[src/rtl/rfccu_pkg.sv]
// ----------------------------------------------------------------------------
// RC channel frame decoder package
// Shared constants, beat types and the CRC-8 step used by the decoder.
// ----------------------------------------------------------------------------
package rfccu_pkg;

    localparam int MAX_FRAME    = 64;
    localparam int NUM_CHANNELS = 16;
    localparam int CH_BITS      = 11;
    localparam int CH_BASE      = 3;
    localparam int CH_VEC_W     = NUM_CHANNELS * CH_BITS;
    localparam int CH_BYTES     = (CH_VEC_W + 7) / 8;
    localparam int STORE_BYTES  = CH_BASE + CH_BYTES;
    localparam int POS_W        = $clog2(MAX_FRAME);
    localparam int IDX_W        = $clog2(NUM_CHANNELS);
    localparam int MAX_LEN      = MAX_FRAME - 2;

    localparam logic [7:0] ADDR_RC  = 8'hEE;
    localparam logic [7:0] TYPE_RC  = 8'h16;
    localparam logic [7:0] CRC_POLY = 8'hD5;

    typedef struct packed {
        logic [7:0] rx_byte;
        logic       frame_start;
    } t_in_beat;

    typedef struct packed {
        logic [3:0]  channel_index;
        logic [10:0] channel_value;
        logic        last_channel;
    } t_out_beat;

    typedef struct packed {
        logic busy;
        logic done;
    } t_burst_stat;

    function automatic logic [7:0] crc8_update(input logic [7:0] crc, input logic [7:0] b);
        logic [7:0] c;
        c = crc ^ b;
        for (int k = 0; k < 8; k++) begin
            c = c[7] ? ((c << 1) ^ CRC_POLY) : (c << 1);
        end
        return c;
    endfunction

endpackage

[src/rtl/rfccu_parse.sv]
// ----------------------------------------------------------------------------
// RC channel frame parser
// Tracks frame position, length and CRC, holds the header and channel bytes,
// and flags a frame that passes on its CRC beat.
// ----------------------------------------------------------------------------
module rfccu_parse (
    input  logic                                   i_clk,
    input  logic                                   i_rst_n,
    input  logic                                   i_take,
    input  rfccu_pkg::t_in_beat                    i_beat,
    output logic                                   o_due,
    output logic                                   o_pass,
    output logic [rfccu_pkg::CH_BYTES*8-1:0]       o_chan_bytes
);

    logic                                    r_open;
    logic [rfccu_pkg::POS_W-1:0]             r_pos;
    logic [7:0]                              r_crc;
    logic [7:0]                              r_len;
    logic [rfccu_pkg::STORE_BYTES*8-1:0]     r_store;

    logic                                    n_open;
    logic [rfccu_pkg::POS_W-1:0]             n_pos;
    logic [7:0]                              n_crc;
    logic [7:0]                              n_len;
    logic [rfccu_pkg::STORE_BYTES*8-1:0]     n_store;

    logic                                    eff_open;
    logic [rfccu_pkg::POS_W-1:0]             eff_pos;
    logic [7:0]                              eff_crc;
    logic [7:0]                              eff_len;
    logic [7:0]                              b;
    logic                                    pass;

    always_comb begin
        b        = i_beat.rx_byte;
        eff_open = i_beat.frame_start | r_open;
        eff_pos  = i_beat.frame_start ? '0 : r_pos;
        eff_crc  = i_beat.frame_start ? 8'd0 : r_crc;
        eff_len  = i_beat.frame_start ? 8'd0 : r_len;
        n_open   = eff_open;
        n_pos    = eff_pos;
        n_crc    = eff_crc;
        n_len    = eff_len;
        n_store  = r_store;
        pass     = 1'b0;
        if (eff_open) begin
            for (int k = 0; k < rfccu_pkg::STORE_BYTES; k++) begin
                if (eff_pos == rfccu_pkg::POS_W'(k)) begin
                    n_store[k*8 +: 8] = b;
                end
            end
            n_pos = eff_pos + 1'b1;
            if (eff_pos == rfccu_pkg::POS_W'(1)) begin
                n_len = b;
                if (b == 8'd0 || b > 8'(rfccu_pkg::MAX_LEN)) begin
                    n_open = 1'b0;
                end
            end else if (eff_pos != '0) begin
                if (9'(eff_pos) <= 9'(eff_len)) begin
                    n_crc = rfccu_pkg::crc8_update(eff_crc, b);
                end else begin
                    n_open = 1'b0;
                    pass   = (b == eff_crc) && (n_store[7:0] == rfccu_pkg::ADDR_RC) &&
                             (n_store[23:16] == rfccu_pkg::TYPE_RC);
                end
            end
        end
    end

    always_ff @(posedge i_clk) begin
        if (!i_rst_n) begin
            r_open  <= 1'b0;
            r_pos   <= '0;
            r_crc   <= 8'd0;
            r_len   <= 8'd0;
            r_store <= '0;
        end else if (i_take) begin
            r_open  <= n_open;
            r_pos   <= n_pos;
            r_crc   <= n_crc;
            r_len   <= n_len;
            r_store <= n_store;
        end
    end

    assign o_due        = r_open && (r_pos >= rfccu_pkg::POS_W'(2)) &&
                          (9'(r_pos) == 9'(r_len) + 9'd1);
    assign o_pass       = i_take && pass;
    assign o_chan_bytes = n_store[rfccu_pkg::STORE_BYTES*8-1 : rfccu_pkg::CH_BASE*8];

endmodule

[src/rtl/rfccu_burst.sv]
// ----------------------------------------------------------------------------
// RC channel burst sender
// Holds the channel bytes of a passed frame and sends one channel per beat.
// ----------------------------------------------------------------------------
module rfccu_burst (
    input  logic                               i_clk,
    input  logic                               i_rst_n,
    input  logic                               i_load,
    input  logic [rfccu_pkg::CH_BYTES*8-1:0]   i_chan_bytes,
    input  logic                               i_stall,
    output logic                               o_valid,
    output rfccu_pkg::t_out_beat               o_beat,
    output rfccu_pkg::t_burst_stat             o_stat
);

    logic                                r_busy;
    logic [rfccu_pkg::IDX_W-1:0]         r_ch;
    logic [rfccu_pkg::CH_VEC_W-1:0]      r_buf;
    logic                                last;
    logic                                take;

    assign last = (r_ch == rfccu_pkg::IDX_W'(rfccu_pkg::NUM_CHANNELS - 1));
    assign take = r_busy && !i_stall;

    always_ff @(posedge i_clk) begin
        if (!i_rst_n) begin
            r_busy <= 1'b0;
            r_ch   <= '0;
        end else if (i_load) begin
            r_busy <= 1'b1;
            r_ch   <= '0;
        end else if (take) begin
            r_busy <= !last;
            r_ch   <= last ? '0 : r_ch + 1'b1;
        end
    end

    always_ff @(posedge i_clk) begin
        if (i_load) begin
            r_buf <= i_chan_bytes[rfccu_pkg::CH_VEC_W-1:0];
        end
    end

    assign o_valid              = r_busy;
    assign o_beat.channel_index = r_ch;
    assign o_beat.channel_value = r_buf[r_ch*rfccu_pkg::CH_BITS +: rfccu_pkg::CH_BITS];
    assign o_beat.last_channel  = last;
    assign o_stat.busy          = r_busy;
    assign o_stat.done          = take && last;

endmodule

[src/rtl/rc_frame_crc_check_channel_unpack_top.sv]
// ----------------------------------------------------------------------------
// RC channel frame decoder, top level
// Takes one received byte per beat and sends sixteen 11-bit channels for each
// frame that passes its address, type and CRC-8 checks.
// ----------------------------------------------------------------------------
// The input takes one byte per clock. A passing frame is detected on its CRC
// beat and its sixteen channel beats follow one per unstalled clock from the
// next cycle, out of a snapshot buffer, so later bytes keep flowing during the
// burst. The input stalls only when the next byte sits at the CRC position of
// an open frame while the burst buffer still holds channels not yet taken; it
// is released in the cycle the last channel beat leaves.
module rc_frame_crc_check_channel_unpack_top (
    input  logic                   i_clk,
    input  logic                   i_rst_n,
    input  logic                   i_in_valid,
    output logic                   o_in_stall,
    input  rfccu_pkg::t_in_beat    i_in_beat,
    output logic                   o_out_valid,
    input  logic                   i_out_stall,
    output rfccu_pkg::t_out_beat   o_out_beat
);

    logic                                take;
    logic                                due;
    logic                                pass;
    logic [rfccu_pkg::CH_BYTES*8-1:0]    chan_bytes;
    rfccu_pkg::t_burst_stat              stat;

    assign o_in_stall = due && stat.busy && !stat.done;
    assign take       = i_in_valid && !o_in_stall;

    rfccu_parse u_parse (
        .i_clk        (i_clk),
        .i_rst_n      (i_rst_n),
        .i_take       (take),
        .i_beat       (i_in_beat),
        .o_due        (due),
        .o_pass       (pass),
        .o_chan_bytes (chan_bytes)
    );

    rfccu_burst u_burst (
        .i_clk        (i_clk),
        .i_rst_n      (i_rst_n),
        .i_load       (pass),
        .i_chan_bytes (chan_bytes),
        .i_stall      (i_out_stall),
        .o_valid      (o_out_valid),
        .o_beat       (o_out_beat),
        .o_stat       (stat)
    );

endmodule

[config.mk]
export PLATFORM = sky130hd
export DESIGN_NAME = rc_frame_crc_check_channel_unpack_top
export DESIGN_NICKNAME = d
export VERILOG_FILES = /design/src/rtl/rfccu_pkg.sv /design/src/rtl/rfccu_parse.sv /design/src/rtl/rfccu_burst.sv /design/src/rtl/rc_frame_crc_check_channel_unpack_top.sv
export SDC_FILE = /design/constraint.sdc
export NUM_CORES = 1
export LEC_CHECK = 0
export ABC_AREA = 1
export BUFFER_PORTS_ARGS = -buffer_cell sky130_fd_sc_hd__buf_2
export CAP_MARGIN = 30
export CORE_MARGIN = 2
export CORE_UTILIZATION = 50
export DETAILED_ROUTE_END_ITERATION = 10
export GPL_TIMING_DRIVEN = 1
export PLACE_DENSITY_LB_ADDON = 0.15
export SLEW_MARGIN = 20
export SYNTH_ARGS = -nofsm -noshare
export SYNTH_HDL_FRONTEND = slang
export SYNTH_SLANG_ARGS = --single-unit
export TNS_END_PERCENT = 20
[constraint.sdc]
create_clock -name i_clk -period 11.9 [get_ports i_clk]
set_input_delay 2.38 -clock i_clk [delete_from_list [all_inputs] [get_ports i_clk]]
set_output_delay 2.38 -clock i_clk [all_outputs]
set_load 0.02 [all_outputs]
* Word-level counts from Yosys, hierarchy flattened
Cells that the tools add are included.
** Operators by class
- Add/subtract/negate cells :: 3
- $mul :: 1
- Magnitude comparators :: 3
- Equality and inequality tests :: 29
- Shifts and indexed selects :: 1
- Mux-type cells :: 58
- Bitwise operators :: 11
- Reductions and logical operators :: 22
** Operators with widths (count)
- $mux 8 :: 43
- $mux 200 :: 1
- $shiftx 176x9->11 :: 1
- $eq 6x5->1 const B :: 9
- $eq 6x4->1 const B :: 8
- $not 5->5 :: 8
- $eq 6x3->1 const B :: 4
- $eq 6x2->1 const B :: 2
- $mux 6 :: 2
- $mux 1 :: 11
- $logic_and 1x1->1 :: 10
- $add 8x1->9 const B :: 1
- $eq 6x9->1 :: 1
- $eq 8x5->1 const B :: 1
- $eq 8x8->1 :: 1
- $eq 8x8->1 const B :: 1
- $gt 8x6->1 const B :: 1
- $le 6x8->1 :: 1
- $logic_not 8->1 :: 1
- $mul 4x4->8 const B :: 1
- $xor 8x8->8 :: 1
- $add 6x1->6 const B :: 1
- $eq 6x1->1 const B :: 1
- $ge 6x2->1 const B :: 1
- other kinds (13) :: 16
** Word-level totals
- Register bits :: 404
- Logic and storage cells :: 138

* Longest topological paths before layout
Gate-level depths: netlist (run 1).
- Depth after elaboration :: 22
- Mapped depth :: 20
- Mapped depth without buffers :: 19

* Cells and area by module
Synthesis (run 1) repeated with hierarchy kept, for this count alone.
** Unflattened totals
- Cell total of the unflattened synthesis :: 2651
- Area, all modules :: 19432.4 um^2
** Modules (own cells, without submodules)
- rfccu_parse :: times used 1, cells each 1856, area an instance 11502.3 um^2, seq. area each 4304.1 um^2
- rfccu_burst :: times used 1, cells each 791, area an instance 7912.6 um^2, seq. area each 5385.2 um^2
- rc_frame_crc_check_channel_unpack_top :: times used 1, cells each 4, area an instance 17.5 um^2, seq. area each 0.0 um^2

* Worst setup path before layout (run 1)
No wires, ideal clock.
- Path type :: input -> register
- Start point :: in i_in_beat[0] (netlist bit)
- End point :: reg u_burst.r_buf[0] (netlist bit) (enable)
- Setup time :: 528 ps
- Arrival time :: 7604 ps
- Required time :: 11372 ps
- Setup slack :: 3768 ps
- Cell stages on the path :: 12
- Buffers on the path :: 2
- Path through :: buf_4 -> nor2_1 -> ha_1 -> nand3_4 -> buf_6 -> o21ai_0 -> inv_1 -> nor3_1 -> nand3_1 -> nor2_1 -> nand3_2 -> inv_1
** Between the ends
- Word-level cells in the longest chain between the ends :: 12
- Elaborated cells between the ends (all ways) :: 23
- Those cells by class :: 1 x order compare; 5 x eq/ne; 11 x mux; 1 x bitwise; 5 x reduce/logical
** Ends and longest elaborated chain
- start: declaration :: RTL line rc_frame_crc_check_channel_unpack_top.sv:17 : input rfccu_pkg::t_in_beat i_in_beat,
- $mux 6 :: RTL line rfccu_parse.sv:38 : eff_pos = i_beat.frame_start ? '0 : r_pos;
- $logic_not 6->1 :: RTL line rfccu_parse.sv:49 : if (eff_pos == rfccu_pkg::POS_W'(k)) begin
- $mux 8 :: RTL line rfccu_parse.sv:49
- $mux 8 :: RTL line rfccu_parse.sv:47 : if (eff_open) begin
- $eq 8x8->1 :: RTL line rfccu_parse.sv:64 : pass = (b == eff_crc) && (n_store[7:0] == rfccu_pkg::ADDR_RC) &&
- $logic_and 1x1->1 (2 in a row) :: RTL line rfccu_parse.sv:64
- $mux 1 :: RTL line rfccu_parse.sv:60 : if (9'(eff_pos) <= 9'(eff_len)) begin
- $mux 1 :: RTL line rfccu_parse.sv:59 : end else if (eff_pos != '0) begin
- $mux 1 :: RTL line rfccu_parse.sv:54 : if (eff_pos == rfccu_pkg::POS_W'(1)) begin
- $mux 1 (*) :: RTL line rfccu_parse.sv:47
- $logic_and 1x1->1 (*) :: RTL line rfccu_parse.sv:89 : assign o_pass = i_take && pass;
- named net pass :: RTL line rc_frame_crc_check_channel_unpack_top.sv:25 : logic pass;
- end signal: assignment :: RTL line rfccu_burst.sv:40 : r_buf <= i_chan_bytes[rfccu_pkg::CH_VEC_W-1:0];
- end: declaration :: RTL line rfccu_burst.sv:18 : logic [rfccu_pkg::CH_VEC_W-1:0] r_buf;
The timed path passes the listed nets; every way through them passes the cells marked *. The select of a mux whose other input is x is not followed.
A chain may end at the register's enable or synchronous reset.

* Worst setup path in the final report (run 1)
- Start point :: in i_out_stall
- End point :: reg u_burst.r_buf[103] (netlist bit) (enable)
** Between the ends
- Word-level cells in the longest chain between the ends :: 8
** Ends and longest elaborated chain
- start: declaration :: RTL line rc_frame_crc_check_channel_unpack_top.sv:19 : input logic i_out_stall,
- $logic_not 1->1 :: RTL line rfccu_burst.sv:23 : assign take = r_busy && !i_stall;
- $logic_and 1x1->1 :: RTL line rfccu_burst.sv:23
- $logic_and 1x1->1 :: RTL line rfccu_burst.sv:49 : assign o_stat.done = take && last;
- $logic_not 1->1 :: RTL line rc_frame_crc_check_channel_unpack_top.sv:29 : assign o_in_stall = due && stat.busy && !stat.done;
- $logic_and 1x1->1 :: RTL line rc_frame_crc_check_channel_unpack_top.sv:29
- $logic_not 1->1 :: RTL line rc_frame_crc_check_channel_unpack_top.sv:30 : assign take = i_in_valid && !o_in_stall;
- $logic_and 1x1->1 :: RTL line rc_frame_crc_check_channel_unpack_top.sv:30
- $logic_and 1x1->1 :: RTL line rfccu_parse.sv:89
- named net pass :: RTL line rc_frame_crc_check_channel_unpack_top.sv:25
The timed path passes the listed nets, and every way through them passes these cells.

==> results of run 1 <==
[flip-flops by register name, summed over array words and instances (netlist names)]
| signal | cells |
|---|---|
| u_parse.r_open | 1 |
| u_burst.r_ch | 4 |
| u_parse.r_len | 8 |
| u_parse.r_crc | 8 |
| u_burst.o_valid | 1 |
| u_burst.r_buf | 176 |
| u_parse.r_store | 192 |
| u_parse.r_pos | 6 |
[logic make-up (layout without fill, tap and decap cells)]
family                     Yosys count  count (layout)  synth area share
DFF                                396             396             0.541
xor gates and xnor gates            21              21            0.0110
buffers and inverters              225             207            0.0531
muxes                               22              22            0.0123
AOI/OAI and AO/OA                  550             550             0.164
and+or+nand+nor                    928             928             0.210
adders and majority gates           12              12           0.00839
[cell type report]
type                    instances  area, um2  share of cell area
well taps                     461        577              0.0294
clock inverters                14       97.6             0.00497
flip-flops and latches        396       9690               0.494
multi-input cells            1533       7280               0.371
repair buffers                 51        410              0.0209
clock buffers                  65       1260              0.0643
inverters                      77        300              0.0153
[worst max-delay path: stages]
cell,delay [ns]
buf_2,0.10
nor2_1,0.27
nand2_1,0.16
o211ai_1,0.18
nor3_1,0.06
nand3b_1,0.23
nand2_8,0.37
nor2_4,0.70
nand3_2,0.29
inv_6,0.38
buf_16,0.35
buf_4,0.50
buf_12,0.30
[layout by cell type, fill, tap and decap left out, types with 9 or more instances in the layout]
cell type  count
a21oi_1       44
buf_2         29
buf_4         15
clkbuf_1      14
clkbuf_16     45
clkinv_1       9
dfxtp_1      218
edfxtp_1     176
ha_1          12
inv_1         65
mux2i_1       22
nand2_1      334
nand3_1       61
nand3_2        9
nor2_1       488
o21ai_0      410
o21ai_1       43
o221ai_1      21
o32ai_1       23
xor2_1        15
[metrics by stage]
stage	power (uW)	hold slack (ns)
floorplan	1720	0.430
global placement	1780	0.454
detailed placement	1790	0.453
CTS	3070	0.462
global route	3170	0.485
finish	3060	0.463
[worst paths after layout]
| kind | start | to | slack, ns | cells after the start |
|---|---|---|---|---|
| setup / recovery | i_out_stall | u_burst.r_buf[103] | 5.76 | 13 |
| hold / removal | u_parse.r_store[21] | u_parse.r_store[21] | 0.46 | 2 |
| setup reg to reg | u_burst.r_ch[0] | u_burst.r_buf[103] | 7.01 | 12 |
| hold reg to reg | u_parse.r_store[21] | u_parse.r_store[21] | 0.46 | 2 |
[routing by layer]
metal / vias up / GRT usage
met4: 0 / 0.0755
met5: - / 0
met1: 7172 / 0.357
met3: 78 / 0.0309
li1: 7189 / -
met2: 516 / 0.428
[power by group]
| part | internal (uW) | leakage, uW | switching, uW |
|---|---|---|---|
| clock network | 753 | 0.000662 | 537 |
| logic | 86.5 | 0.00331 | 188 |
| registers | 1470 | 0.00349 | 25.6 |
==> results.cfg, run 1 <==
[timing]
setup_slack_ns = 5.76
drv_slew = 0
rsz0062_at_grt = false
period_needed_ns = 6.14
period_share = 0.516
setup_tns_ns = 0
setup_viol = 0
fin_skew_ns = 0.0116
hold_violations = 0
fmax_mhz = 163
slew_headroom = 0.350
worst_slew_pin_slew_ns = 0.975

[drt]
firstDrtPassIters = 6
dr_total_vias = 14955
dr.max_layer_used = met4
viasPerCell = 5.76
routed_wl_um = 49300
wl_met1_um = 22200
drt_iter0_markers = 1386
wl_per_cell_um = 19.0
wl_met2_um = 22900
ant_nets = 0
wl_met3_um = 3070
drc = 0

[logic_synthesis]
synth_area_leaders = edfxtp_1, dfxtp_1, o21ai_0
synth_edf_count = 176
yosysWarnings = 0
async_flop_share = 0
synth.distinct_cells = 40
post-synth-top-count-cell = nor2_1
synth_common_cells = nor2_1, o21ai_0, nand2_1, dfxtp_1, edfxtp_1
syn_inst = 2154
syn_nets = 2179
synth_area_leader_cell = edfxtp_1
synthFlopType = dfxtp_1
avgSynthCellArea_um2 = 8.31
ys_ff_latch = 396
synth_top_area_share = 0.295
yosysSeqAreaShare = 0.541
netlist_area_um2 = 17900

[global_routing]
grt_pass1_wl_um = 77000
antenna_found_initial = 0
grt_pass1_vias = 13931
grt_start_max_net_pins = 103
grt_overflow = 0
grt.total_usage = 0.258

[worst_setup_path]
worstPathRequired_ns = 12.13
critPathCaptureType = register
worstSetupPathType = primary input to register
cp-start-kind = primary input
path_max_fanout = 96
cp.arrival_ns = 6.37

[clock_network]
postCtsHoldBufs = 0
cts-root-buf = clkbuf_16
cts_buffer_depth = 3
clock_sinks = 396
clk-insertion-delay-late_ns = 0.55
cts_tree = yes
post_cts_resized = 0
cts_buffers = 43
post-cts-setup-buffers = 0
clkTransAtPathRegs_ns = 0.06
htree_levels = 2

[die]
initial_core_util = 0.506
io_pins = 31
rows = 69
design.core.area_um2 = 35400
dieArea_um2 = 37300
die_height_um = 193
fp.dieW_um = 193

[power_and_ir_drop]
peakVddDrop_uv = 103
leakage_uw = 0.00746
power.density_nw_per_um2 = 156

[placement]
placed_cell_area_um2 = 18200
dp.cells = 2514
place_ws_ns = 4.93
io_buffer_count = 30
place_congestion = 0.886
dp_hpwl_um = 28000

[run_status]
status = finished, final reports clean

[layout]
final_util = 0.554
layout.cells.non_filler = 2597
drive_above_1_share = 0.0679
nFillCells = 3209
final_area_um2 = 19600
fin_nets = 2127
num_antenna_cells = 0
syn2layout_area_growth_pct = 9.57

[flow_run]
cap_violations = 0

[min_path]
hold_class = register to register
Power figures use the tool's default switching activity.
==> run 2, diff against run 1 <==
- clock period: 11.9 -> 5.8 ns (I/O delays scaled with it)
==> run 2 against run 1 <==
Final area is 0.29% lower. Power is 110% higher. Sequential cell count stayed put. Non-clock buffer count stayed put. Clock skew is 0.0073 ns higher. Routed wire length is 0.19% higher. Sequential power is 110% higher. Final cell count hardly changed. Critical path depth is 7 lower. Sequential share of layout area is 0.14 points higher. Via count hardly changed. Critical path type is now register to output pin. Largest power group unchanged.
==> results.cfg, run 2 (synthesis gave the netlist of run 1 again) <==
[run_status]
status = finished, final reports clean

[power_and_ir_drop]
power.density_nw_per_um2 = 323
leakage_uw = 0.00744
peakVddDrop_uv = 192

[worst_setup_path]
cp.arrival_ns = 3.23
path_max_fanout = 47
worstSetupPathType = register to output pin
critPathCaptureType = output pin
worstPathRequired_ns = 4.64
cp-start-kind = register

[layout]
final_common_cell = nor2_1
largest_register = u_parse.r_store
ff_latch_area_um2 = 9690
largest_reg_flops = 192
num_antenna_cells = 0
multi_input_comb_area_um2 = 7280
drive_above_1_share = 0.0717
layout.cells.non_filler = 2596
fin_nets = 2127
syn2layout_area_growth_pct = 9.26
layout_common_cells = nor2_1, o21ai_0, nand2_1
nFillCells = 3249
top_regs = u_parse.r_store (192), u_burst.r_buf (176)

[placement]
dp_hpwl_um = 28800
io_buffer_count = 30
dp.cells = 2517
place_congestion = 0.864

[timing]
drv_slew = 0
setup_viol = 0
fin_skew_ns = 0.0188
period_needed_ns = 4.39
hold_violations = 0
slew_headroom = 0.353
fmax_mhz = 228
rsz0062_at_grt = false
setup_tns_ns = 0
period_share = 0.757
worst_slew_pin_slew_ns = 0.970

[global_routing]
grt_overflow = 0
grt_pass1_vias = 13760
grt.total_usage = 0.260
grt_pass1_wl_um = 77100
grt_start_max_net_pins = 148
antenna_found_initial = 0

[drt]
drt_iter0_markers = 1507
drc = 0
wl_per_cell_um = 19.0
firstDrtPassIters = 6
routed_wl_um = 49300
ant_nets = 0
viasPerCell = 5.76
dr_total_vias = 14945

[clock_network]
clkTransAtPathRegs_ns = 0.06
clock_sinks = 396
clk-insertion-delay-late_ns = 0.54
post-cts-setup-buffers = 0
postCtsHoldBufs = 0
htree_levels = 2
cts_tree = yes
cts_buffer_depth = 3
post_cts_resized = 0
cts_buffers = 43
cts-root-buf = clkbuf_16

[die]
design.core.area_um2 = 35400
die_height_um = 193
initial_core_util = 0.506
dieArea_um2 = 37300
fp.dieW_um = 193
rows = 69
io_pins = 31

[min_path]
hold_class = register to register

[flow_run]
cap_violations = 0
## run 2: cell count changes in the layout (fill, tap and decap cells not counted), sizes merged
cell,change
clkinv,+4
clkinvlp,+3
inv,-1
clkbuf,-9
bufinv,+2
## run 2: cell type report
class | count | share of cell area
Tap cell | 461 | 0.0295
Inverter | 77 | 0.0152
Sequential cell | 396 | 0.496
Timing Repair Buffer | 51 | 0.0171
Clock inverter | 22 | 0.00991
Multi-Input combinational cell | 1533 | 0.372
Clock buffer | 56 | 0.0606
## run 2: metrics by stage
stage	setup WS (ns)	cell area [um2]	util	total power, uW	hold slack, ns
after CTS	1.44	19600	0.552	6350	0.461
after global placement	1.23	18200	0.513	3650	0.453
after global routing	1.33	19600	0.553	6560	0.476
after floorplan	0.0163	17900	-	3530	0.430
final	1.41	19600	0.553	6310	0.459
after detailed placement	1.13	18200	0.513	3670	0.451
## run 2: worst max-delay path, cell delays in order, from the launching register on
cell and delay [ns]:
dfxtp_4 0.70, buf_4 0.65, mux2i_1 0.42, o221ai_1 0.23, nand3_1 0.24, nand3_1 0.20, buf_2 0.22
## run 2: path summary, 6_finish.rpt
check                                    startpoint                  end  slack [ns]  cells after the start
worst max-delay path                u_burst.r_ch[0]       o_out_beat[11]        1.41                      6
worst max register to register      u_burst.r_ch[2]    u_burst.r_buf[26]        1.69                      9
worst min register to register  u_parse.r_store[21]  u_parse.r_store[21]        0.46                      2
worst min-delay path            u_parse.r_store[21]  u_parse.r_store[21]        0.46                      2
## run 2: layer usage
metal / routed length (um) / part of all wire / vias to the layer above / GRT usage
met2: 22200 / 0.45 / 533 / 0.405
met3: 3740 / 0.076 / 99 / 0.0427
li1: - / - / 7191 / -
met1: 21900 / 0.44 / 7122 / 0.368
met5: 0 / 0 / - / 0
met4: 1590 / 0.032 / 0 / 0.0891
## run 2: power by group
part           internal [uW]  switching, uW
clock                   1580           1110
combinational            174            388
sequential              3010           51.4
==> run 3, diff against run 2 <==
- ABC_AREA: 1 -> 0
- clock period: 5.8 -> 4 ns (I/O delays scaled with it)
==> run 3 against run 2 <==
Final area is 4.3% higher. Routed wire length is 2.1% higher. Non-clock buffer count is 31 higher. Via count fell by 20%. Final cell count decreased by 24%. Die area rose by 2.2%. Sequential share of layout area is 2.0 points lower. First-iteration DRC count fell by 34%. Clock power is 36% higher.
==> results.cfg, run 3 <==
[die]
dieArea_um2 = 38200
initial_core_util = 0.504
fp.dieW_um = 195
design.core.area_um2 = 36300
die_height_um = 195
rows = 70
io_pins = 31

[placement]
place_congestion = 0.826
io_buffer_count = 30
dp.cells = 1902
placed_cell_area_um2 = 19100
dp_hpwl_um = 30400

[logic_synthesis]
syn_nets = 1490
syn_inst = 1465
synth_top_area_share = 0.289
avgSynthCellArea_um2 = 12.5
post-synth-top-count-cell = nand2_1
yosysSeqAreaShare = 0.529
synthFlopType = dfxtp_1
async_flop_share = 0
synth_common_cells = nand2_1, dfxtp_1, edfxtp_1, mux2_2, mux2i_1
synth_area_leader_cell = edfxtp_1
netlist_area_um2 = 18300
ys_ff_latch = 396
synth_area_leaders = edfxtp_1, dfxtp_1, mux2_2
yosysWarnings = 0
synth.distinct_cells = 67
synth_edf_count = 176

[worst_setup_path]
path_max_fanout = 27
cp-start-kind = register
cp_top_family = multiplexers
worstSetupPathType = register to output pin
slowest_stage = dfxtp_4
crit_top_cell = mux4_2
path_buf_inv = 2
crit_chain = buf_12 -> mux4_2 -> mux4_2 -> buf_2
worstPathRequired_ns = 3.20
max_stage_delay_ns = 0.71
cp.arrival_ns = 3.01
critPathCaptureType = output pin

[drt]
drt_iter0_markers = 988
ant_nets = 0
wl_per_cell_um = 25.4
dr_total_vias = 11934
routed_wl_um = 50400
firstDrtPassIters = 5
drc = 0
viasPerCell = 6.03

[global_routing]
grt_util_met2 = 0.434
grt_pass1_vias = 11956
grt.total_usage = 0.269
met3_usage = 0.0345
grt_overflow = 0
grt_pass1_wl_um = 76400
met1_usage = 0.381
grt_start_max_net_pins = 77
antenna_found_initial = 2
busiest_layer = met2

[timing]
setup_viol = 0
worst_slew_pin_slew_ns = 0.865
hold_violations = 0
fin_skew_ns = 0.0306
rsz0062_at_grt = false
slew_headroom = 0.423
period_share = 0.953
period_needed_ns = 3.81
fmax_mhz = 262
drv_slew = 0

[layout]
largest_register = u_parse.r_store
drive_above_1_share = 0.272
num_antenna_cells = 0
syn2layout_area_growth_pct = 11.4
layout_common_cells = nand2_1, dfxtp_1, mux2_2, edfxtp_1, mux2i_1
largest_reg_flops = 192
layout.cells.non_filler = 1980
top_regs = u_parse.r_store (192), u_burst.r_buf (176)
final_util = 0.561
fin_nets = 1503
final_common_cell = nand2_1
nFillCells = 3012
final_area_um2 = 20400

[power_and_ir_drop]
switching_power_uw = 1940
swShare = 0.234
seq_power_share = 0.511
power_frac_comb = 0.048
peakVddDrop_uv = 315
internal-power_uw = 6330
clock_power_share = 0.441
power.density_nw_per_um2 = 405
leakage_uw = 0.00730

[clock_network]
clk-insertion-delay-late_ns = 0.59
cts_tree = yes
cts_buffers = 42
post-cts-setup-buffers = 0
cts_buffer_depth = 3
htree_levels = 2
postCtsHoldBufs = 0
cts-root-buf = clkbuf_16
clkTransAtPathRegs_ns = 0.06
clock_sinks = 396
post_cts_resized = 0

[flow_run]
cap_violations = 0

[min_path]
hold_class = register to register

[run_status]
status = finished, final reports clean
-- run 3: worst paths after layout --
path / to / slack (ns) / depth (start not counted) / start
worst max-delay path: o_out_beat[6] / 0.19 / 4 / u_burst.r_ch[0]
worst min-delay path: u_parse.r_store[187] / 0.46 / 2 / u_parse.r_store[187]
worst max register to register: u_burst.r_buf[76] / 0.84 / 10 / u_parse.r_pos[2]
worst min register to register: u_parse.r_store[187] / 0.46 / 2 / u_parse.r_store[187]
-- run 3: area by class of cell --
| class | count | area, um2 | share of cell area |
|---|---|---|---|
| clock inverters | 20 | 145 | 0.00711 |
| multi-input cells | 946 | 8170 | 0.400 |
| clock buffers | 58 | 1130 | 0.0554 |
| inverters | 10 | 42.5 | 0.00208 |
| well taps | 468 | 586 | 0.0287 |
| flip-flops and latches | 396 | 9690 | 0.475 |
| repair buffers | 82 | 634 | 0.0311 |
-- run 3: tightest hold or removal path, cell delays in order (launching register included) --
cell and delay [ns]:
dfxtp_1 0.30, nand2_1 0.05, mux2i_1 0.05
-- run 3: cell families (layout without fill, tap and decap cells) --
kind of cell	after synthesis	after routing	synth area share
DFF	396	396	0.529
adders and majority gates	12	12	0.00820
AOI/OAI and AO/OA	122	122	0.0433
and+or+nand+nor	374	374	0.103
muxes	402	402	0.269
xor gates and xnor gates	36	36	0.0187
buffers and inverters	123	170	0.0286
-- run 3: metal layers --
layer  vias up  share of wire
met3        64          0.061
met1      6088           0.45
li1       5387              -
met4         0          0.020
met5         -              0
met2       395           0.47
-- run 3: power groups by stage --
stage	registers (uW)	clock network [uW]	logic [uW]
2_1_floorplan	4300	0	261
3_3_place_gp	4310	0	388
3_5_place_dp	4310	0	392
4_1_cts	4220	3700	393
5_1_grt	4220	3870	420
6_report	4220	3650	395
-- run 3: metrics by stage --
stage	total power, uW	hold slack, ns	setup WS (ns)	setup TNS [ns]
floorplan	4560	0.431	-4.58	-828.73
global placement	4700	0.438	0.370	0
detailed placement	4700	0.443	0.324	0
CTS	8320	0.456	0.156	0
global route	8510	0.471	0.0659	0
finish	8260	0.455	0.187	0
